### src/hdl/hrhp_pkg.sv
`timescale 1ns / 1ps
// ----------------------------------------------------------------------------
// hrhp_pkg
// Shared types and codes of the HTTP response header parser.
// ----------------------------------------------------------------------------
package hrhp_pkg;

  localparam int BodyCountBitsDef = 32;

  localparam int TdataOutBits = 88;

  // byte_kind codes
  localparam logic [1:0] KIND_HEADER  = 2'd0;
  localparam logic [1:0] KIND_HDR_END = 2'd1;
  localparam logic [1:0] KIND_BODY    = 2'd2;
  localparam logic [1:0] KIND_DISCARD = 2'd3;

  // outcome codes
  localparam logic [1:0] OUT_SUCCESS    = 2'd0;
  localparam logic [1:0] OUT_MALFORMED  = 2'd1;
  localparam logic [1:0] OUT_INCOMPLETE = 2'd2;
  localparam logic [1:0] OUT_NONE       = 2'd3;

  typedef struct packed {
    logic [7:0] data_byte;
    logic       last_byte;
  } hrhp_in_t;

  typedef struct packed {
    logic [1:0]         byte_kind;
    logic [7:0]         body_data;
    logic               finished;
    logic [1:0]         outcome;
    logic [9:0]         status_code;
    logic signed [31:0] clen;
    logic [31:0]        body_length;
  } hrhp_result_t;

endpackage

### src/hdl/http_response_header_parser.sv
`timescale 1ns / 1ps
// ----------------------------------------------------------------------------
// http_response_header_parser
// Byte-wise HTTP/1.x response parser: status code, content-length, body count.
// ----------------------------------------------------------------------------
// Channel   Dir  tdata                                  tuser      tlast
// s_axis    in   [7:0] data_byte                        -          last_byte
// m_axis    out  [7:0] body_data, [9:8] outcome,        byte_kind  finished
//                [19:10] status_code, [51:20] clen,
//                [83:52] body_length, [87:84] zero
//
// One byte per clock while m_axis is ready; each beat passes the input register, then the result register.
// The parse stage sits between the input register and the result register.
// Reset returns to the start of a response; so does every beat with tlast.
// A stalled m_axis holds its beat; s_axis keeps accepting until both the
// result register and the input register are full.
// ----------------------------------------------------------------------------
module http_response_header_parser #(
  parameter int BODY_COUNT_BITS = hrhp_pkg::BodyCountBitsDef
) (
  input  logic                                clk_i,
  input  logic                                rst_ni,
  input  logic                                s_axis_tvalid,
  output logic                                s_axis_tready,
  input  logic [7:0]                          s_axis_tdata,  // data_byte
  input  logic                                s_axis_tlast,  // last_byte
  output logic                                m_axis_tvalid,
  input  logic                                m_axis_tready,
  // body_data, outcome, status_code, clen, body_length, pad
  output logic [hrhp_pkg::TdataOutBits-1:0]   m_axis_tdata,
  output logic [1:0]                          m_axis_tuser,  // byte_kind
  output logic                                m_axis_tlast   // finished
);
  import hrhp_pkg::*;

  hrhp_in_t     s_beat;
  hrhp_in_t     in_beat;
  logic         in_valid;
  logic         adv;
  logic         load_ready;
  hrhp_result_t result;
  hrhp_result_t out_result;

  assign s_beat.data_byte = s_axis_tdata;
  assign s_beat.last_byte = s_axis_tlast;

  assign adv = in_valid && load_ready;

  hrhp_in_stage u_in (
    .clk_i    (clk_i),
    .rst_ni   (rst_ni),
    .s_valid_i(s_axis_tvalid),
    .s_ready_o(s_axis_tready),
    .s_beat_i (s_beat),
    .valid_o  (in_valid),
    .take_i   (adv),
    .beat_o   (in_beat)
  );

  hrhp_parse #(
    .BODY_COUNT_BITS(BODY_COUNT_BITS)
  ) u_parse (
    .clk_i   (clk_i),
    .rst_ni  (rst_ni),
    .adv_i   (adv),
    .beat_i  (in_beat),
    .result_o(result)
  );

  hrhp_out_stage u_out (
    .clk_i       (clk_i),
    .rst_ni      (rst_ni),
    .load_valid_i(in_valid),
    .load_ready_o(load_ready),
    .result_i    (result),
    .m_valid_o   (m_axis_tvalid),
    .m_ready_i   (m_axis_tready),
    .result_o    (out_result)
  );

  assign m_axis_tdata = {4'd0,
                         out_result.body_length,
                         out_result.clen,
                         out_result.status_code,
                         out_result.outcome,
                         out_result.body_data};
  assign m_axis_tuser = out_result.byte_kind;
  assign m_axis_tlast = out_result.finished;

endmodule

### src/hdl/hrhp_in_stage.sv
`timescale 1ns / 1ps
// ----------------------------------------------------------------------------
// hrhp_in_stage
// Input register: holds one beat until the parse stage takes it.
// ----------------------------------------------------------------------------
module hrhp_in_stage (
  input  logic              clk_i,
  input  logic              rst_ni,
  input  logic              s_valid_i,
  output logic              s_ready_o,
  input  hrhp_pkg::hrhp_in_t s_beat_i,
  output logic              valid_o,
  input  logic              take_i,
  output hrhp_pkg::hrhp_in_t beat_o
);
  import hrhp_pkg::*;

  logic     valid_q, valid_d;
  hrhp_in_t beat_q;

  // Free slot, or the held beat leaves this cycle.
  assign s_ready_o = !valid_q || take_i;
  assign valid_d   = s_ready_o ? s_valid_i : valid_q;

  always_ff @(posedge clk_i or negedge rst_ni) begin
    if (!rst_ni) begin
      valid_q <= 1'b0;
    end else begin
      valid_q <= valid_d;
    end
  end

  always_ff @(posedge clk_i) begin
    if (s_ready_o && s_valid_i) begin
      beat_q <= s_beat_i;
    end
  end

  assign valid_o = valid_q;
  assign beat_o  = beat_q;

endmodule

### src/hdl/hrhp_parse.sv
`timescale 1ns / 1ps
// ----------------------------------------------------------------------------
// hrhp_parse
// Parser state and per-byte next-state logic; one byte per advance.
// ----------------------------------------------------------------------------
module hrhp_parse #(
  parameter int BODY_COUNT_BITS = hrhp_pkg::BodyCountBitsDef
) (
  input  logic                   clk_i,
  input  logic                   rst_ni,
  input  logic                   adv_i,
  input  hrhp_pkg::hrhp_in_t     beat_i,
  output hrhp_pkg::hrhp_result_t result_o
);
  import hrhp_pkg::*;

  localparam logic [2:0] PH_VERSION  = 3'd0;
  localparam logic [2:0] PH_SPACE    = 3'd1;
  localparam logic [2:0] PH_DIGITS   = 3'd2;
  localparam logic [2:0] PH_STATUS   = 3'd3;
  localparam logic [2:0] PH_HEADER   = 3'd4;
  localparam logic [2:0] PH_SKIP     = 3'd5;
  localparam logic [2:0] PH_BLANK_CR = 3'd6;
  localparam logic [2:0] PH_BODY     = 3'd7;

  localparam logic [1:0] VM_SPACES = 2'd0;
  localparam logic [1:0] VM_DIGITS = 2'd1;
  localparam logic [1:0] VM_DONE   = 2'd2;

  localparam logic [4:0]  KeyLen    = 5'd15;
  localparam logic [4:0]  LineSat   = 5'd16;
  localparam logic [2:0]  VerLen    = 3'd7;
  localparam logic [34:0] ValMax    = 35'h0_7FFF_FFFF;
  localparam logic [7:0]  ChCr      = 8'h0D;
  localparam logic [7:0]  ChLf      = 8'h0A;
  localparam logic [7:0]  ChSpace   = 8'h20;

  function automatic logic [7:0] ver_char(input logic [2:0] idx);
    logic [7:0] c;
    case (idx)
      3'd0:    c = "H";
      3'd1:    c = "T";
      3'd2:    c = "T";
      3'd3:    c = "P";
      3'd4:    c = "/";
      3'd5:    c = "1";
      default: c = ".";
    endcase
    return c;
  endfunction

  function automatic logic [7:0] key_char(input logic [3:0] idx);
    logic [7:0] c;
    case (idx)
      4'd0:    c = "c";
      4'd1:    c = "o";
      4'd2:    c = "n";
      4'd3:    c = "t";
      4'd4:    c = "e";
      4'd5:    c = "n";
      4'd6:    c = "t";
      4'd7:    c = "-";
      4'd8:    c = "l";
      4'd9:    c = "e";
      4'd10:   c = "n";
      4'd11:   c = "g";
      4'd12:   c = "t";
      4'd13:   c = "h";
      default: c = ":";
    endcase
    return c;
  endfunction

  logic [2:0]                 phase_q, phase_d;
  logic [2:0]                 ver_idx_q, ver_idx_d;
  logic [9:0]                 status_q, status_d;
  logic [1:0]                 dig_cnt_q, dig_cnt_d;
  logic                       after_cr_q, after_cr_d;
  logic [4:0]                 line_len_q, line_len_d;
  logic                       prefix_q, prefix_d;
  logic [1:0]                 vmode_q, vmode_d;
  logic [30:0]                val_q, val_d;
  logic [31:0]                len_seen_q, len_seen_d;
  logic [BODY_COUNT_BITS-1:0] body_cnt_q, body_cnt_d;
  logic                       err_q, err_d;

  logic [7:0]  b;
  logic [7:0]  lc;
  logic        is_dig;
  logic [3:0]  dig;
  logic [34:0] val_prod;
  logic [30:0] val_acc;
  logic [13:0] st_sum;
  logic [1:0]  kind;
  logic [1:0]  outcome;
  logic [63:0] cnt_ext;

  assign b        = beat_i.data_byte;
  assign lc       = (b >= "A" && b <= "Z") ? b + 8'd32 : b;
  assign is_dig   = (b >= "0") && (b <= "9");
  assign dig      = 4'(b - "0");
  assign val_prod = ({4'd0, val_q} << 3) + ({4'd0, val_q} << 1) + {31'd0, dig};
  assign val_acc  = (val_prod > ValMax) ? ValMax[30:0] : val_prod[30:0];
  assign st_sum   = ({4'd0, status_q} << 3) + ({4'd0, status_q} << 1) + {10'd0, dig};

  always_comb begin
    phase_d    = phase_q;
    ver_idx_d  = ver_idx_q;
    status_d   = status_q;
    dig_cnt_d  = dig_cnt_q;
    after_cr_d = after_cr_q;
    line_len_d = line_len_q;
    prefix_d   = prefix_q;
    vmode_d    = vmode_q;
    val_d      = val_q;
    len_seen_d = len_seen_q;
    body_cnt_d = body_cnt_q;
    err_d      = err_q;
    kind       = KIND_HEADER;

    if (err_q) begin
      kind = KIND_DISCARD;
    end else begin
      case (phase_q)
        PH_VERSION: begin
          if ((ver_idx_q < VerLen) ? (b == ver_char(ver_idx_q))
                                   : (b == "0" || b == "1")) begin
            if (ver_idx_q >= VerLen) begin
              phase_d = PH_SPACE;
            end else begin
              ver_idx_d = ver_idx_q + 3'd1;
            end
          end else begin
            err_d = 1'b1;
            kind  = KIND_DISCARD;
          end
        end
        PH_SPACE: begin
          if (b == ChSpace) begin
            phase_d = PH_DIGITS;
          end
        end
        PH_DIGITS: begin
          if (is_dig) begin
            status_d  = st_sum[9:0];
            dig_cnt_d = dig_cnt_q + 2'd1;
            if (dig_cnt_q == 2'd2) begin
              phase_d    = PH_STATUS;
              after_cr_d = 1'b0;
            end
          end else begin
            err_d = 1'b1;
            kind  = KIND_DISCARD;
          end
        end
        PH_STATUS: begin
          if (b == ChLf && after_cr_q) begin
            phase_d    = PH_HEADER;
            line_len_d = '0;
            prefix_d   = 1'b1;
            vmode_d    = VM_SPACES;
            val_d      = '0;
          end
          after_cr_d = (b == ChCr);
        end
        PH_HEADER: begin
          if (b == ChCr) begin
            if (line_len_q == '0) begin
              phase_d = PH_BLANK_CR;
            end else begin
              if (prefix_q && line_len_q >= LineSat) begin
                len_seen_d = {1'b0, val_q};
              end
              phase_d = PH_SKIP;
            end
          end else begin
            if (line_len_q < KeyLen) begin
              if (lc != key_char(line_len_q[3:0])) begin
                prefix_d = 1'b0;
              end
            end else if (vmode_q == VM_SPACES) begin
              if (is_dig) begin
                vmode_d = VM_DIGITS;
                val_d   = val_acc;
              end else if (b != ChSpace) begin
                vmode_d = VM_DONE;
              end
            end else if (vmode_q == VM_DIGITS) begin
              if (is_dig) begin
                val_d = val_acc;
              end else begin
                vmode_d = VM_DONE;
              end
            end
            if (line_len_q < LineSat) begin
              line_len_d = line_len_q + 5'd1;
            end
          end
        end
        PH_SKIP: begin
          phase_d    = PH_HEADER;
          line_len_d = '0;
          prefix_d   = 1'b1;
          vmode_d    = VM_SPACES;
          val_d      = '0;
        end
        PH_BLANK_CR: begin
          if (b == ChLf) begin
            phase_d = PH_BODY;
            kind    = KIND_HDR_END;
          end else begin
            phase_d    = PH_HEADER;
            line_len_d = '0;
            prefix_d   = 1'b1;
            vmode_d    = VM_SPACES;
            val_d      = '0;
          end
        end
        default: begin
          kind = KIND_BODY;
          if (!(&body_cnt_q)) begin
            body_cnt_d = body_cnt_q + 1'b1;
          end
        end
      endcase
    end

    // A stream ending on a line boundary, or one byte into a new line, is complete.
    if (!beat_i.last_byte) begin
      outcome = OUT_SUCCESS;
    end else if (err_d) begin
      outcome = OUT_MALFORMED;
    end else if (phase_d == PH_VERSION) begin
      outcome = OUT_NONE;
    end else if (phase_d == PH_BODY || phase_d == PH_BLANK_CR ||
                 (phase_d == PH_HEADER && line_len_d <= 5'd1)) begin
      outcome = OUT_SUCCESS;
    end else begin
      outcome = OUT_INCOMPLETE;
    end
  end

  assign cnt_ext = 64'(body_cnt_d);

  always_comb begin
    result_o.byte_kind   = kind;
    result_o.body_data   = (kind == KIND_BODY) ? b : 8'd0;
    result_o.finished    = beat_i.last_byte;
    result_o.outcome     = outcome;
    result_o.status_code = (dig_cnt_d == 2'd3) ? status_d : 10'd0;
    result_o.clen        = len_seen_d;
    result_o.body_length = (|cnt_ext[63:32]) ? 32'hFFFF_FFFF : cnt_ext[31:0];
  end

  always_ff @(posedge clk_i or negedge rst_ni) begin
    if (!rst_ni) begin
      phase_q    <= PH_VERSION;
      ver_idx_q  <= '0;
      status_q   <= '0;
      dig_cnt_q  <= '0;
      after_cr_q <= 1'b0;
      line_len_q <= '0;
      prefix_q   <= 1'b1;
      vmode_q    <= VM_SPACES;
      val_q      <= '0;
      len_seen_q <= '1;
      body_cnt_q <= '0;
      err_q      <= 1'b0;
    end else if (adv_i && beat_i.last_byte) begin
      // last beat: back to the idle state for the next response
      phase_q    <= PH_VERSION;
      ver_idx_q  <= '0;
      status_q   <= '0;
      dig_cnt_q  <= '0;
      after_cr_q <= 1'b0;
      line_len_q <= '0;
      prefix_q   <= 1'b1;
      vmode_q    <= VM_SPACES;
      val_q      <= '0;
      len_seen_q <= '1;
      body_cnt_q <= '0;
      err_q      <= 1'b0;
    end else if (adv_i) begin
      phase_q    <= phase_d;
      ver_idx_q  <= ver_idx_d;
      status_q   <= status_d;
      dig_cnt_q  <= dig_cnt_d;
      after_cr_q <= after_cr_d;
      line_len_q <= line_len_d;
      prefix_q   <= prefix_d;
      vmode_q    <= vmode_d;
      val_q      <= val_d;
      len_seen_q <= len_seen_d;
      body_cnt_q <= body_cnt_d;
      err_q      <= err_d;
    end
  end

  a_last_restarts: assert property (@(posedge clk_i) disable iff (!rst_ni)
    adv_i && beat_i.last_byte |=> phase_q == PH_VERSION && !err_q && len_seen_q == '1)
    else $error("parser did not restart after last beat");

  a_error_sticky: assert property (@(posedge clk_i) disable iff (!rst_ni)
    adv_i && err_q && !beat_i.last_byte |=> err_q)
    else $error("error flag dropped inside a response");

  a_body_has_status: assert property (@(posedge clk_i) disable iff (!rst_ni)
    phase_q == PH_BODY || phase_q == PH_HEADER |-> dig_cnt_q == 2'd3)
    else $error("header or body phase without a full status code");

  a_body_count_only_in_body: assert property (@(posedge clk_i) disable iff (!rst_ni)
    phase_q != PH_BODY |-> body_cnt_q == '0)
    else $error("body count moved outside the body");

endmodule

### src/hdl/hrhp_out_stage.sv
`timescale 1ns / 1ps
// ----------------------------------------------------------------------------
// hrhp_out_stage
// Result register with valid flag; loads while the held beat drains.
// ----------------------------------------------------------------------------
module hrhp_out_stage (
  input  logic                   clk_i,
  input  logic                   rst_ni,
  input  logic                   load_valid_i,
  output logic                   load_ready_o,
  input  hrhp_pkg::hrhp_result_t result_i,
  output logic                   m_valid_o,
  input  logic                   m_ready_i,
  output hrhp_pkg::hrhp_result_t result_o
);
  import hrhp_pkg::*;

  logic         valid_q, valid_d;
  hrhp_result_t result_q;

  assign load_ready_o = !valid_q || m_ready_i;
  assign valid_d      = load_ready_o ? load_valid_i : valid_q;

  always_ff @(posedge clk_i or negedge rst_ni) begin
    if (!rst_ni) begin
      valid_q <= 1'b0;
    end else begin
      valid_q <= valid_d;
    end
  end

  always_ff @(posedge clk_i) begin
    if (load_ready_o && load_valid_i) begin
      result_q <= result_i;
    end
  end

  assign m_valid_o = valid_q;
  assign result_o  = result_q;

endmodule

### config.mk
export PLATFORM = sky130hd
export DESIGN_NAME = http_response_header_parser
export DESIGN_NICKNAME = d
export VERILOG_FILES = /design/src/hdl/hrhp_pkg.sv /design/src/hdl/http_response_header_parser.sv /design/src/hdl/hrhp_in_stage.sv /design/src/hdl/hrhp_parse.sv /design/src/hdl/hrhp_out_stage.sv
export SDC_FILE = /design/constraint.sdc
export NUM_CORES = 1
export LEC_CHECK = 0
export BUFFER_PORTS_ARGS = -buffer_cell sky130_fd_sc_hd__buf_4
export CAP_MARGIN = 5
export CELL_PAD_IN_SITES_DETAIL_PLACEMENT = 1
export CELL_PAD_IN_SITES_GLOBAL_PLACEMENT = 1
export CORE_UTILIZATION = 40
export DETAILED_ROUTE_END_ITERATION = 8
export PLACE_DENSITY_LB_ADDON = 0.1
export SETUP_SLACK_MARGIN = 0.2
export SLEW_MARGIN = 5
export SYNTH_ARGS = -nofsm -noshare
export SYNTH_HDL_FRONTEND = slang
export SYNTH_SLANG_ARGS = --single-unit
### constraint.sdc
create_clock -name clk_i -period 7.3 [get_ports clk_i]
set_input_delay 0.73 -clock clk_i [delete_from_list [all_inputs] [get_ports clk_i]]
set_output_delay 0.73 -clock clk_i [all_outputs]
set_load 0.01 [all_outputs]
# After elaboration in Yosys (flattened, before gate mapping)
# Memories as Yosys holds them, arrays and structs flattened.
# Index checks and enable logic that the tools add are counted.
[op_classes]
reduce_logical = 35
n_lt_le_gt_ge = 11
n_addsub = 10
n_eq_ne = 39
muxes = 112
bitwise = 1
[ops]
columns = ["cell", "count"]
rows = [
  ["$mux W32", 12],
  ["$mux W31", 11],
  ["$pmux W31 S4", 1],
  ["$mux W8", 7],
  ["$mux W10", 5],
  ["$mux W2", 24],
  ["$mux W3", 16],
  ["$add A34 B32 Y35", 1],
  ["$add A35 B4 Y35", 1],
  ["$gt A35 B31 Y1 const B", 1],
  ["$mux W5", 7],
  ["$pmux W7 S5", 1],
  ["$add A32 B1 Y32 const B", 1],
  ["$reduce_and A32 Y1", 1],
  ["$eq A3 B3 Y1 const B", 8],
  ["$eq A8 B6 Y1 const B", 3],
  ["$mux W1", 21],
  ["$pmux W3 S7", 1],
  ["$pmux W5 S4", 1],
  ["$eq A8 B4 Y1 const B", 2],
  ["$pmux W2 S4", 2],
  ["$reduce_and A8 Y1", 2],
  ["$ne A3 B1 Y1 const B", 5],
  ["$eq A3 B2 Y1 const B", 4],
  ["other kinds (45)", 70],
]
[totals]
register_bits = 221
mem_bits_ro = 96
n_memories = 1
wordCells = 233
[memory_table]
columns = ["memory", "words", "width", "read_ports", "rd_clocked_by_memory_dff", "write_ports", "line", "rtl"]
rows = [
  ["(name not given)", 16, 6, 1, 0, 0, "hrhp_parse.sv:54", "case (idx)"],
]

# Depth between registers and ports, before layout
# Gate-level depths: netlist (run 1).
[logic_depth]
depth_word = 16
mapped_depth = 13

# Cells and area by module
# Synthesis (run 1) repeated with hierarchy kept, for this count alone.
[hier_totals]
cells_unflattened = 1273
area_unflattened_um2 = 13035.0
[by_module_without_submodules]
columns = ["module", "cells_per_inst", "area_each_um2", "n_inst"]
rows = [
  ["hrhp_parse", 1163, 10004.6, 1],
  ["hrhp_out_stage", 91, 2666.3, 1],
  ["hrhp_in_stage", 13, 324.1, 1],
  ["http_response_header_parser", 6, 40.0, 1],
]

# Least setup slack after synthesis (run 1)
# No wires, ideal clock.
[synth_path]
path_type = "input to register"
start = "input m_axis_tready"
end = "register u_out.result_q (netlist bit u_out.result_o[0]) (enable)"
t_arrival_ns = 3.592
path_slack_ns = 3.222
n_path_buf = 1
stages = 4
cell_sequence = "nand2b_1 > nand2_1 > inv_2 > clkbuf_1"
[synth_via]
elab_chain_len = 2
[synth_rtl]
columns = ["item", "line", "rtl"]
rows = [
  ["start: declaration", "http_response_header_parser.sv:28", "input logic m_axis_tready,"],
  ["$logic_or A1 B1 Y1", "hrhp_out_stage.sv:21", "assign load_ready_o = !valid_q || m_ready_i;"],
  ["$logic_and A1 B1 Y1", "--", ""],
  ["net adv", "http_response_header_parser.sv:39", "logic adv;"],
  ["end signal: assignment", "hrhp_out_stage.sv:34", "result_q <= result_i;"],
  ["end: declaration", "hrhp_out_stage.sv:19", "hrhp_result_t result_q;"],
]
# The timed path passes the listed nets, and every way through them passes these cells.
# A chain may end at the register's enable or synchronous reset.

# Worst setup path after layout (run 1)
[layout_path]
start = "register u_in.beat_q (netlist bit u_in.beat_o[4])"
end = "register u_parse.val_q[3]"
[layout_via]
elab_chain_len = 13
word_cells_on_any_way = 23
cone_classes = "add/sub (2); order compare (3); eq/ne (5); mux (10); reduce/logical (3)"
[layout_rtl]
columns = ["item", "line", "rtl"]
rows = [
  ["start: declaration", "hrhp_in_stage.sv:19", "hrhp_in_t beat_q;"],
  ["start signal: assignment", "hrhp_in_stage.sv:35", "beat_q <= s_beat_i;"],
  ["$sub A4 B1 Y4", "hrhp_parse.sv:101", "assign dig = 4'(b - \"0\");"],
  ["$add A35 B4 Y35", "hrhp_parse.sv:102", "assign val_prod = ({4'd0, val_q} << 3) + ({4'd0, val_q} << 1) + {31'd0, dig};"],
  ["$gt A35 B31 Y1", "hrhp_parse.sv:103", "assign val_acc = (val_prod > ValMax) ? ValMax[30:0] : val_prod[30:0];"],
  ["$mux W31", "hrhp_parse.sv:103", ""],
  ["$mux W31", "hrhp_parse.sv:182, hrhp_parse.sv:189", ""],
  ["$mux W31", "hrhp_parse.sv:188", "end else if (vmode_q == VM_DIGITS) begin"],
  ["$mux W31", "hrhp_parse.sv:181", "end else if (vmode_q == VM_SPACES) begin"],
  ["$mux W31", "hrhp_parse.sv:177", "if (line_len_q < KeyLen) begin"],
  ["$mux W31", "hrhp_parse.sv:167", "if (b == ChCr) begin"],
  ["$pmux W31 S4", "hrhp_parse.sv:124", "case (phase_q)"],
  ["$mux W31", "hrhp_parse.sv:121", "if (err_q) begin"],
  ["$mux W31", "hrhp_parse.sv:283", "end else if (adv_i) begin"],
  ["$mux W31", "hrhp_parse.sv:269", "end else if (adv_i && beat_i.last_byte) begin"],
  ["end signal: assignment", "hrhp_parse.sv:292", "val_q <= val_d;"],
  ["end: declaration", "hrhp_parse.sv:82", "logic [30:0] val_q, val_d;"],
]
# Parallel ways exist; a longest one is shown, timed or not. The select of a mux whose other input is x is not followed.

==> results of run 1 <==
-- report_power, final --
group | total (mW) | switching, mW | internal, mW
registers | 1.45 | 0.0851 | 1.37
logic | 0.466 | 0.291 | 0.174
clock network | 1.15 | 0.515 | 0.636
-- final timing paths --
path	cells past startpoint	to	start
hold reg to reg	2	u_parse.len_seen_q[31]	u_parse.len_seen_q[31]
min in group clk_i	1	u_in.beat_o[2]	s_axis_tdata[1]
setup / recovery	12	u_parse.val_q[3]	u_in.beat_o[4]
hold / removal	1	u_parse.body_cnt_q[10]	rst_ni
setup reg to reg	12	u_parse.val_q[3]	u_in.beat_o[4]
max in group asynchronous	3	u_parse.body_cnt_q[5]	rst_ni
-- layer usage --
| metal | wire length, um | share of wire | global-route usage |
|---|---|---|---|
| met1 | 17000 | 0.50 | 0.303 |
| met2 | 15400 | 0.45 | 0.333 |
| met3 | 1220 | 0.036 | 0.0258 |
| met4 | 498 | 0.015 | 0.0453 |
| met5 | 0 | 0 | 0 |
-- area by class of cell --
cell class,instances,area [um^2],area share
clock inverter,15,78.8,0.00529
timing repair buffer,110,826,0.0554
sequential,221,6050,0.406
tap,442,553,0.0371
inverter,35,136,0.00916
clock buffer,30,654,0.0439
multi-input combinational,912,6590,0.443
-- cell usage after synthesis (19+ instances only) --
cell type,count,area [um^2]
a21oi_1,83,415
a22oi_2,20,250
clkbuf_1,39,146
dfrtp_1,92,2300
dfstp_2,33,867
edfxtp_1,96,2880
ha_1,90,1130
inv_1,33,124
mux2_2,33,372
nand2_1,133,499
nand2b_1,19,119
nand3_1,30,150
nor2_1,54,203
nor3_1,20,100
o21ai_0,63,315
o22a_1,31,272
o31ai_1,24,180
xnor2_1,46,403
xor2_1,31,272
-- stage by stage --
stage | hold WS (ps) | instance area [um^2] | cells | setup slack [ps] | utilization
detailed placement | 453 | 14200 | 1720 | 3060 | 0.436
finish | 138 | 14900 | 1765 | 3080 | 0.459
floorplan | 434 | 13200 | 1239 | 3220 | -
CTS | 133 | 14900 | 1765 | 3050 | 0.459
global route | 151 | 14900 | 1765 | 2800 | 0.459
global placement | 453 | 14200 | 1720 | 3230 | 0.436
-- cell families after synthesis --
group,count (synthesis),share of synthesized area
AO/OA/AOI/OAI,356,0.196
XOR/XNOR,77,0.0513
adder cells (fa/ha/maj),94,0.0917
buffers and inverters,106,0.0397
flip-flops,221,0.460
multiplexers,34,0.0290
other,1,0.000285
AND/OR/NAND/NOR,347,0.132
-- state kept, by name (all words and copies together) (netlist names), 3 cells and up --
signal	flops
u_in.beat_o	9
u_out.result_o	87
u_parse.body_cnt_q	32
u_parse.len_seen_q	32
u_parse.line_len_q	5
u_parse.phase_q	3
u_parse.status_q	10
u_parse.val_q	31
u_parse.ver_idx_q	3
==> run summary, run 1 <==
=========================================================================
Max-cap violations                                                      0
Final Net Count                                                      1412
Port bufs                                                             101
Maximum fanout encountered on the critical timing path                 22
Sink count of the clock tree                                          221
Routed wire length per instance                                   19.4 um
Final number of hold-violating endpoints                                0
Crit-path slowest cell                                               fa_1
Critical path endpoint category                                      flop
Family with the most delay on the worst path                 compound AO/OA/AOI/OAI gates
Clock Tree Buf Depth                                                    3
Setup bufs post-CTS                                                     0
Die span in y                                                      183 um
Post-CTS resize count                                                   0
Share of post-route cells with drive strength above 1               0.200
Max-slew violation count                                                0
Number of unique standard cell types used by synthesis                 95
Power, Total                                                      3.07 mW
Worst-case vdd ir drop                                           0.192 mV
Quantity of hold-fixing buffers added after cts                         0
Iteration count of the initial detailed-routing pass                    4
Sequential-to-total area share from yosys stat                      0.460
Avg Vias per Cell                                                    5.59
Final worst-path cycle share                                        0.578
Yosys synthesis warning count                                           0
Overall track demand over capacity in global routing                0.209
Inserted Diodes                                                         0
Vias in the first global route                                      10202
Final number of setup-violating endpoints                               0
Cell count after synthesis                                           1236
Hpwl dp                                                           24.0 mm
Total of flip-flops plus latches after synthesis                      221
Cell with the most instances on the worst path                      inv_1
Top-level I/O count                                                   106
Area of the die                                                33600 um^2
Sum of routed wire length over all layers                         34.2 mm
Achievable Freq                                                   237 MHz
Number of buffer and inverter stages on the critical path               2
Total power per unit cell area                                206 nW/um^2
Required @ worst endpoint                                         7680 ps
Number of synthesized flops with an enable pin                         96
Placeable core region                                          32500 um^2
Unrepaired setup endpoints after global routing                     false
Clock-pin slew on the worst setup and hold paths                    60 ps
Clock skew                                                        13.1 ps
Transition time at the pin with the least slew margin             1130 ps
Most used cells in the layout excluding fill and tap cells   nand2_1 (132), buf_4 (110), edfxtp_1 (96)
DRC violation count after routing                                       0
Worst endpoint data arrival time                                  4600 ps
CTS Buf Count                                                          25
Worst max-slew margin expressed relative to the limit               0.246
Row Count                                                              66
Commonest non-fill, non-tap cell in the layout                    nand2_1
Primary flip-flop cell chosen by synthesis mapping               edfxtp_1
Initial detailed-routing violation count                              510
TNS Setup                                                            0 ps
Master cell of the clock root buffer                            clkbuf_16
Pin count of the biggest net entering global routing                   71
Final global-route overflow total                                       0
Leakage dissipation                                               5.93 nW
Initial antenna violation count                                         0
CP peak stage delay                                                630 ps
Tmin final                                                        4220 ps
Tightest Hold Check Type                                     input port to async pin
Number of fillers in the final layout                                3538
Cell-by-cell trace of the critical path                      inv_1 > fa_1 > inv_1 > ha_1 > a211oi_1 > o211ai_1 > a31oi_2 > o311ai_4 > or3_2 > a221oi_2 > and3_4 > a22oi_1
CP Launch Type                                                       flop
TritonCTS clock tree                                                built
Chip Width                                                         183 um
Class of the most critical setup path                        flop to flop
Synth async-reset ratio                                             0.566
Initial cell density of the core                                    0.405
Wire length of the first global-routing pass                      56.2 mm
Reg2reg setup slack                                               3080 ps
Per-instance average area after synthesis                       10.6 um^2
Status                                                       complete, no violations
Cell area after synthesis                                      13100 um^2
Insertion delay to the later sink of the worst-skew pair           530 ps
Routability-driven placement congestion ratio                       0.843
CTS H-Tree Depth                                                        1
Routed via count                                                     9863
Number of nets still failing antenna checks after routing               0
Area growth from synthesis to layout                                13.3%
=========================================================================
No activity file was read; power rests on OpenSTA's default activity.
==> run 2, diff against run 1 <==
Clock period 7.3 ns to 4.3 ns, I/O delays scaled along.
==> run 2 against run 1 <==
  * Core utilization rose by 0.83 points
  * Wire length rose by 1.6%
  * Global-route usage rose by 0.23 points
  * Critical path type unchanged
  * Critical endpoint is now u_parse.val_q[2]
  * Largest cell class unchanged
==> run summary, run 2 (synthesis gave the netlist of run 1 again) <==
=========================================================================
TNS Setup                                                            0 ps   unchanged
Worst endpoint data arrival time                                  4350 ps   was 4600 ps
Routed via count                                                     9926   was 9863
Cell-by-cell trace of the critical path                      inv_1 > fa_1 > inv_1 > ha_1 > a211oi_1 > o211ai_1 > a31oi_2 > o311ai_4 > or3_2 > a221oi_2 > nand3_2 > o221a_1   was inv_1 > fa_1 > inv_1 > ha_1 > a211oi_1 > o211ai_1 > a31oi_2 > o311ai_4 > or3_2 > a221oi_2 > and3_4 > a22oi_1
Pin count of the biggest net entering global routing                   73   was 71
Final number of setup-violating endpoints                               0   unchanged
CTS Buf Count                                                          25   unchanged
Class of the most critical setup path                        flop to flop   unchanged
Worst-case vdd ir drop                                           0.257 mV   was 0.192 mV
CP Launch Type                                                       flop   unchanged
Wire length of the first global-routing pass                      57.2 mm   was 56.2 mm
Iteration count of the initial detailed-routing pass                    5   was 4
Final Core Density                                                  0.467   was 0.459
Startpoint of the lowest-slack hold path                     s_axis_tdata[2]
Leakage dissipation                                               6.07 nW   was 5.93 nW
Hpwl dp                                                           24.2 mm   was 24.0 mm
Insertion delay to the later sink of the worst-skew pair           540 ps   was 530 ps
Final global-route overflow total                                       0   unchanged
Number of nets still failing antenna checks after routing               0   unchanged
CTS H-Tree Depth                                                        1   unchanged
Worst max-slew margin expressed relative to the limit               0.248   was 0.246
Max-slew violation count                                                0   unchanged
Die span in y                                                      183 um   unchanged
Tightest Hold Check Type                                     input port to flop   was input port to async pin
Part of the total power dissipated in the clock network             0.403   was 0.375
Routed wire length per instance                                   19.5 um   was 19.4 um
Status                                                       complete, no violations   unchanged
Cell internal power dissipation                                   3.97 mW   was 2.18 mW
Sum of routed wire length over all layers                         34.7 mm   was 34.2 mm
Routability-driven placement congestion ratio                       0.811   was 0.843
Required @ worst endpoint                                         4710 ps   was 7680 ps
Inserted Diodes                                                         0   unchanged
Max-cap violations                                                      0   unchanged
CP peak stage delay                                                620 ps   was 630 ps
Crit-path slowest cell                                               fa_1   unchanged
CP startpoint                                                u_in.beat_o[4]   unchanged
Row Count                                                              66   unchanged
Overall track demand over capacity in global routing                0.211   was 0.209
Clock skew                                                        23.2 ps   was 13.1 ps
Area of the die                                                33600 um^2   unchanged
Master cell of the clock root buffer                            clkbuf_16   unchanged
Placeable core region                                          32500 um^2   unchanged
Port bufs                                                             101   unchanged
Avg Vias per Cell                                                    5.57   was 5.59
Number of fillers in the final layout                                3547   was 3538
Worst-case hold slack                                             73.0 ps   was 138 ps
Sink count of the clock tree                                          221   unchanged
Unrepaired setup endpoints after global routing                      true   was false
Power, Total                                                      5.52 mW   was 3.07 mW
TritonCTS clock tree                                                built   unchanged
Transition time at the pin with the least slew margin             1120 ps   was 1130 ps
Clock Tree Buf Depth                                                    3   unchanged
Most used cells in the layout excluding fill and tap cells   nand2_1 (132), buf_4 (123), edfxtp_1 (96)   was nand2_1 (132), buf_4 (110), edfxtp_1 (96)
Tmin final                                                        3930 ps   was 4220 ps
DRC violation count after routing                                       0   unchanged
Number of flip-flops in the largest register                           87   unchanged
Cell with the most instances on the worst path                      inv_1   unchanged
Final worst-path cycle share                                        0.915   was 0.578
Share of post-route cells with drive strength above 1               0.213   was 0.200
Chip Width                                                         183 um   unchanged
Initial cell density of the core                                    0.405   unchanged
Final number of hold-violating endpoints                                0   unchanged
Commonest non-fill, non-tap cell in the layout                    nand2_1   unchanged
Maximum fanout encountered on the critical timing path                  9   was 22
Vias in the first global route                                      10384   was 10202
Final Net Count                                                      1429   was 1412
Top-level I/O count                                                   106   unchanged
Switching Fraction                                                  0.281   was 0.291
Reg power frac                                                      0.438   was 0.473
Critical path endpoint category                                      flop   unchanged
Net switching power figure                                        1.55 mW   was 0.891 mW
Total power per unit cell area                                364 nW/um^2   was 206 nW/um^2
Initial antenna violation count                                         0   unchanged
Combinational share of power                                        0.158   was 0.152
Reg-to-reg critical path startpoint                          u_in.beat_o[4]   unchanged
Achievable Freq                                                   254 MHz   was 237 MHz
Clock-pin slew on the worst setup and hold paths                    60 ps   about the same
Initial detailed-routing violation count                              564   was 510
Area growth from synthesis to layout                                15.3%   was 13.3%
=========================================================================
## run 2: changes by cell type in the layout (fill, tap and decap cells not counted)
cell,before,now
clkinv_1,7,2
dlygate4sd3_1,0,1
bufinv_16,0,4
clkinv_4,1,2
buf_12,0,2
buf_4,110,123
and3_4,1,2
## run 2: power by group through the flow
stage	clock (mW)	sequential, mW	combinational, mW
3_3_place_gp	0	2.46	0.841
6_report	2.22	2.42	0.874
3_5_place_dp	0	2.46	0.859
5_1_grt	2.37	2.43	0.969
2_1_floorplan	0	2.44	0.565
4_1_cts	2.30	2.42	0.866
## run 2: area by class of cell
cell class              instances  area [um^2]  share of cell area
clock inverters                15          189              0.0125
repair buffers                126          973              0.0642
clock buffers                  30          654              0.0432
inverters                      35          136             0.00899
well taps                     442          553              0.0365
flip-flops and latches        221         6050               0.399
multi-input cells             913         6610               0.436
## run 2: repair_timing
item,CTS,global route
endpoints found under the setup margin,0,2
setup buffers,0,3
endpoints found under the hold margin,33,0
resized for setup,0,1
hold buffers,1,0
## run 2: worst max-delay path, delay by kind of cell (launching register included)
family	cells	cell delay, ps
compound gates	6	1640
fa+ha+maj	2	920
buf+inv	2	140
flops	1	360
simple gates	2	740
## run 2: path summary, 6_finish.rpt
kind / cells after the start / to / slack, ps
worst max register to register: 12 / u_parse.val_q[2] / 370
worst min-delay path: 1 / u_in.beat_o[3] / 70
max in group asynchronous: 3 / u_parse.len_seen_q[9] / 2860
worst min register to register: 2 / u_parse.len_seen_q[31] / 470
min in group asynchronous: 2 / u_parse.body_cnt_q[11] / 510
worst max-delay path: 12 / u_parse.val_q[2] / 370
## run 2: layer usage
| metal | up-vias | track usage | wire length (um) |
|---|---|---|---|
| met5 | - | 0 | 0 |
| met2 | 143 | 0.334 | 15700 |
| li1 | 4782 | - | - |
| met3 | 26 | 0.0252 | 1150 |
| met4 | 0 | 0.0373 | 376 |
| met1 | 4975 | 0.313 | 17500 |
## run 2: through the flow
step	setup slack (ps)	cells	area (um^2)
after floorplan	522	1239	13200
after global placement	545	1732	14300
after detailed placement	393	1732	14300
after CTS	392	1778	15100
after global routing	159	1782	15200
final	367	1782	15200
==> run 3, diff against run 2 <==
Settings changed: CORE_UTILIZATION 40 to 30.
Clock period 4.3 ns to 3.9 ns, I/O delays scaled along.
==> run 3 against run 2 <==
  * Count of clock-buffer cells in the layout up 9
  * Core utilization down 10 points
  * Wire length up 9.0%
  * Non-clock buffer count up 31
  * First-iteration DRC count down 22%
  * Power up 14%
  * Highest routed layer is now met5
==> run summary, run 3 (synthesis gave the netlist of run 1 again) <==
=========================================================================
CP peak stage delay                                                580 ps   was 620 ps
Initial detailed-routing violation count                              439   was 564
TNS Setup                                                            0 ps   unchanged
Unrepaired setup endpoints after global routing                     false   was true
Maximum fanout encountered on the critical timing path                  5   was 9
Area of the die                                                44700 um^2   was 33600 um^2
Status                                                       complete, no violations   unchanged
Commonest non-fill, non-tap cell in the layout                      buf_4   was nand2_1
Share of post-route cells with drive strength above 1               0.233   was 0.213
Class of the most critical setup path                        flop to flop   unchanged
Routed via count                                                    10102   was 9926
Reg2reg setup slack                                                380 ps   was 370 ps
Reg-to-reg critical path endpoint                            u_parse.val_q[29]   was u_parse.val_q[2]
Total power per unit cell area                                398 nW/um^2   was 364 nW/um^2
Max-cap violations                                                      0   unchanged
Sink count of the clock tree                                          221   unchanged
Number of fillers in the final layout                                4821   was 3547
Reg-to-reg critical path startpoint                          u_parse.val_q[2]   was u_in.beat_o[4]
Row Count                                                              76   was 66
Initial cell density of the core                                    0.305   was 0.405
Tmin final                                                        3520 ps   was 3930 ps
Reg2Reg Depth                                                          13   was 12
Leakage dissipation                                               6.27 nW   was 6.07 nW
Number of cells traversed by the worst hold path                        1   unchanged
Critical path endpoint category                                      flop   unchanged
Wire length of the first global-routing pass                      60.4 mm   was 57.2 mm
Insertion delay to the later sink of the worst-skew pair           560 ps   was 540 ps
Clock Tree Buf Depth                                                    3   unchanged
Clock-pin slew on the worst setup and hold paths                    60 ps   about the same
CTS H-Tree Depth                                                        1   unchanged
Number of flip-flops in the largest register                           87   unchanged
Cell-by-cell trace of the critical path                      inv_1 > fa_1 > inv_1 > ha_1 > a211oi_2 > o211ai_1 > a31oi_2 > o311ai_4 > or3_4 > a221oi_4 > buf_6 > nand3_4 > o221a_1   was inv_1 > fa_1 > inv_1 > ha_1 > a211oi_1 > o211ai_1 > a31oi_2 > o311ai_4 > or3_2 > a221oi_2 > nand3_2 > o221a_1
Final worst-path cycle share                                        0.904   was 0.915
Overall track demand over capacity in global routing                0.171   was 0.211
CP Launch Type                                                       flop   unchanged
Routed wire length per instance                                   19.3 um   was 19.5 um
Startpoint of the lowest-slack hold path                     s_axis_tdata[7]   was s_axis_tdata[2]
DRC violation count after routing                                       0   unchanged
Chip Width                                                         211 um   was 183 um
Number of nets still failing antenna checks after routing               0   unchanged
Placeable core region                                          43200 um^2   was 32500 um^2
Sum of routed wire length over all layers                         37.9 mm   was 34.7 mm
Worst max-slew margin expressed relative to the limit               0.417   was 0.248
Number of buffer and inverter stages on the critical path               3   was 2
Pre-CTS WS                                                       -14.2 ps   was 393 ps
Final global-route overflow total                                       0   unchanged
Family with the most delay on the worst path                 compound AO/OA/AOI/OAI gates   unchanged
Worst endpoint data arrival time                                  3950 ps   was 4350 ps
Max-slew violation count                                                0   unchanged
Required @ worst endpoint                                         4330 ps   was 4710 ps
Port bufs                                                             101   unchanged
Initial antenna violation count                                         1   was 0
Final Net Count                                                      1465   was 1429
Inserted Diodes                                                         0   unchanged
TritonCTS clock tree                                                built   unchanged
Worst-case vdd ir drop                                           0.279 mV   was 0.257 mV
Area growth from synthesis to layout                                19.9%   was 15.3%
Avg Vias per Cell                                                    5.14   was 5.57
Tightest Hold Check Type                                     input port to flop   unchanged
Top-level I/O count                                                   106   unchanged
Worst-case hold path end point                               u_in.beat_o[8]   was u_in.beat_o[3]
Most used cells in the layout excluding fill and tap cells   buf_4 (144), nand2_1 (132), edfxtp_1 (96)   was nand2_1 (132), buf_4 (123), edfxtp_1 (96)
Routability-driven placement congestion ratio                       0.803   was 0.811
Final number of setup-violating endpoints                               0   unchanged
Transition time at the pin with the least slew margin              874 ps   was 1120 ps
Final worst-path setup slack                                       375 ps   was 367 ps
Cell with the most instances on the worst path                      inv_1   unchanged
Hpwl dp                                                           26.3 mm   was 24.2 mm
Die span in y                                                      211 um   was 183 um
Final number of hold-violating endpoints                                0   unchanged
Iteration count of the initial detailed-routing pass                    4   was 5
Clock skew                                                        14.6 ps   was 23.2 ps
Pin count of the biggest net entering global routing                   81   was 73
Achievable Freq                                                   284 MHz   was 254 MHz
Crit-path slowest cell                                               fa_1   unchanged
Master cell of the clock root buffer                            clkbuf_16   unchanged
Vias in the first global route                                      10366   was 10384
CTS Buf Count                                                          28   was 25
=========================================================================
-- run 3: cell count changes in the layout (fill, tap and decap cells not counted), sizes merged --
| cell | delta |
|---|---|
| bufinv | -3 |
| and3 | +1 |
| dlygate4sd3 | +6 |
| clkinv | +1 |
| nand3 | +1 |
| buf | +25 |
| clkbuf | +9 |
-- run 3: per-stage QoR --
stage	instances	util	hold slack [ps]	cell area, um^2	power (mW)
floorplan	1239	-	94.4	13200	3.31
global placement	1892	0.338	449	14600	3.68
detailed placement	1892	0.338	460	14600	3.69
CTS	1959	0.363	2.95	15700	6.37
global route	1965	0.365	2.08	15800	6.60
finish	1965	0.365	30.6	15800	6.28
-- run 3: cell type report --
type	instances	area (um^2)	share of cell area
Timing Repair Buffer	157	1240	0.0790
Clock inverter	13	108	0.00683
Inverter	35	136	0.00865
Tap cell	585	732	0.0464
Multi-Input combinational cell	915	6690	0.424
Clock buffer	39	803	0.0510
Sequential cell	221	6050	0.384
-- run 3: power by group --
group / switching (mW) / leakage (nW) / internal [mW]
clock: 1.04 / 0.441 / 1.50
sequential: 0.0865 / 2.44 / 2.56
combinational: 0.679 / 3.38 / 0.412
-- run 3: worst max-delay path by stage --
stage                          start                 to  slack, ps  cells after the start
global placement      u_in.beat_o[4]   u_parse.val_q[3]         90                     12
CTS                 u_parse.val_q[2]   u_parse.val_q[3]        260                     13
floorplan             u_in.beat_o[4]  u_parse.val_q[21]        300                     13
detailed placement  u_parse.val_q[0]   u_parse.val_q[3]        -10                     12
global route        u_parse.val_q[6]  u_parse.val_q[14]        200                     11
finish              u_parse.val_q[2]  u_parse.val_q[29]        380                     13
-- run 3: repair_timing --
item,4_1_cts,5_1_grt
pin swaps,8,9
resized for setup,6,8
endpoints found under the hold margin,69,0
endpoints found under the setup margin,31,31
hold buffers,7,0
buffers inserted,7,4
cloned,1,2
-- run 3: layer usage --
layer  up-vias  part of all wire  routed length [um]  GRT usage
met1      5045              0.51               19300      0.255
li1       4870                 -                   -          -
met3        37             0.033                1250     0.0200
met2       148              0.44               16700      0.263
met4         2             0.016                 598     0.0400
met5         -           0.00021                   8          0
-- run 3: worst reg2reg max path, delay by kind of cell, from the launching register on --
| kind | cells | cell delay [ps] |
|---|---|---|
| flip-flops | 1 | 340 |
| AND/OR/NAND/NOR | 2 | 480 |
| AO/OA/AOI/OAI | 6 | 1390 |
| buffers and inverters | 3 | 290 |
| adder cells (fa/ha/maj) | 2 | 890 |
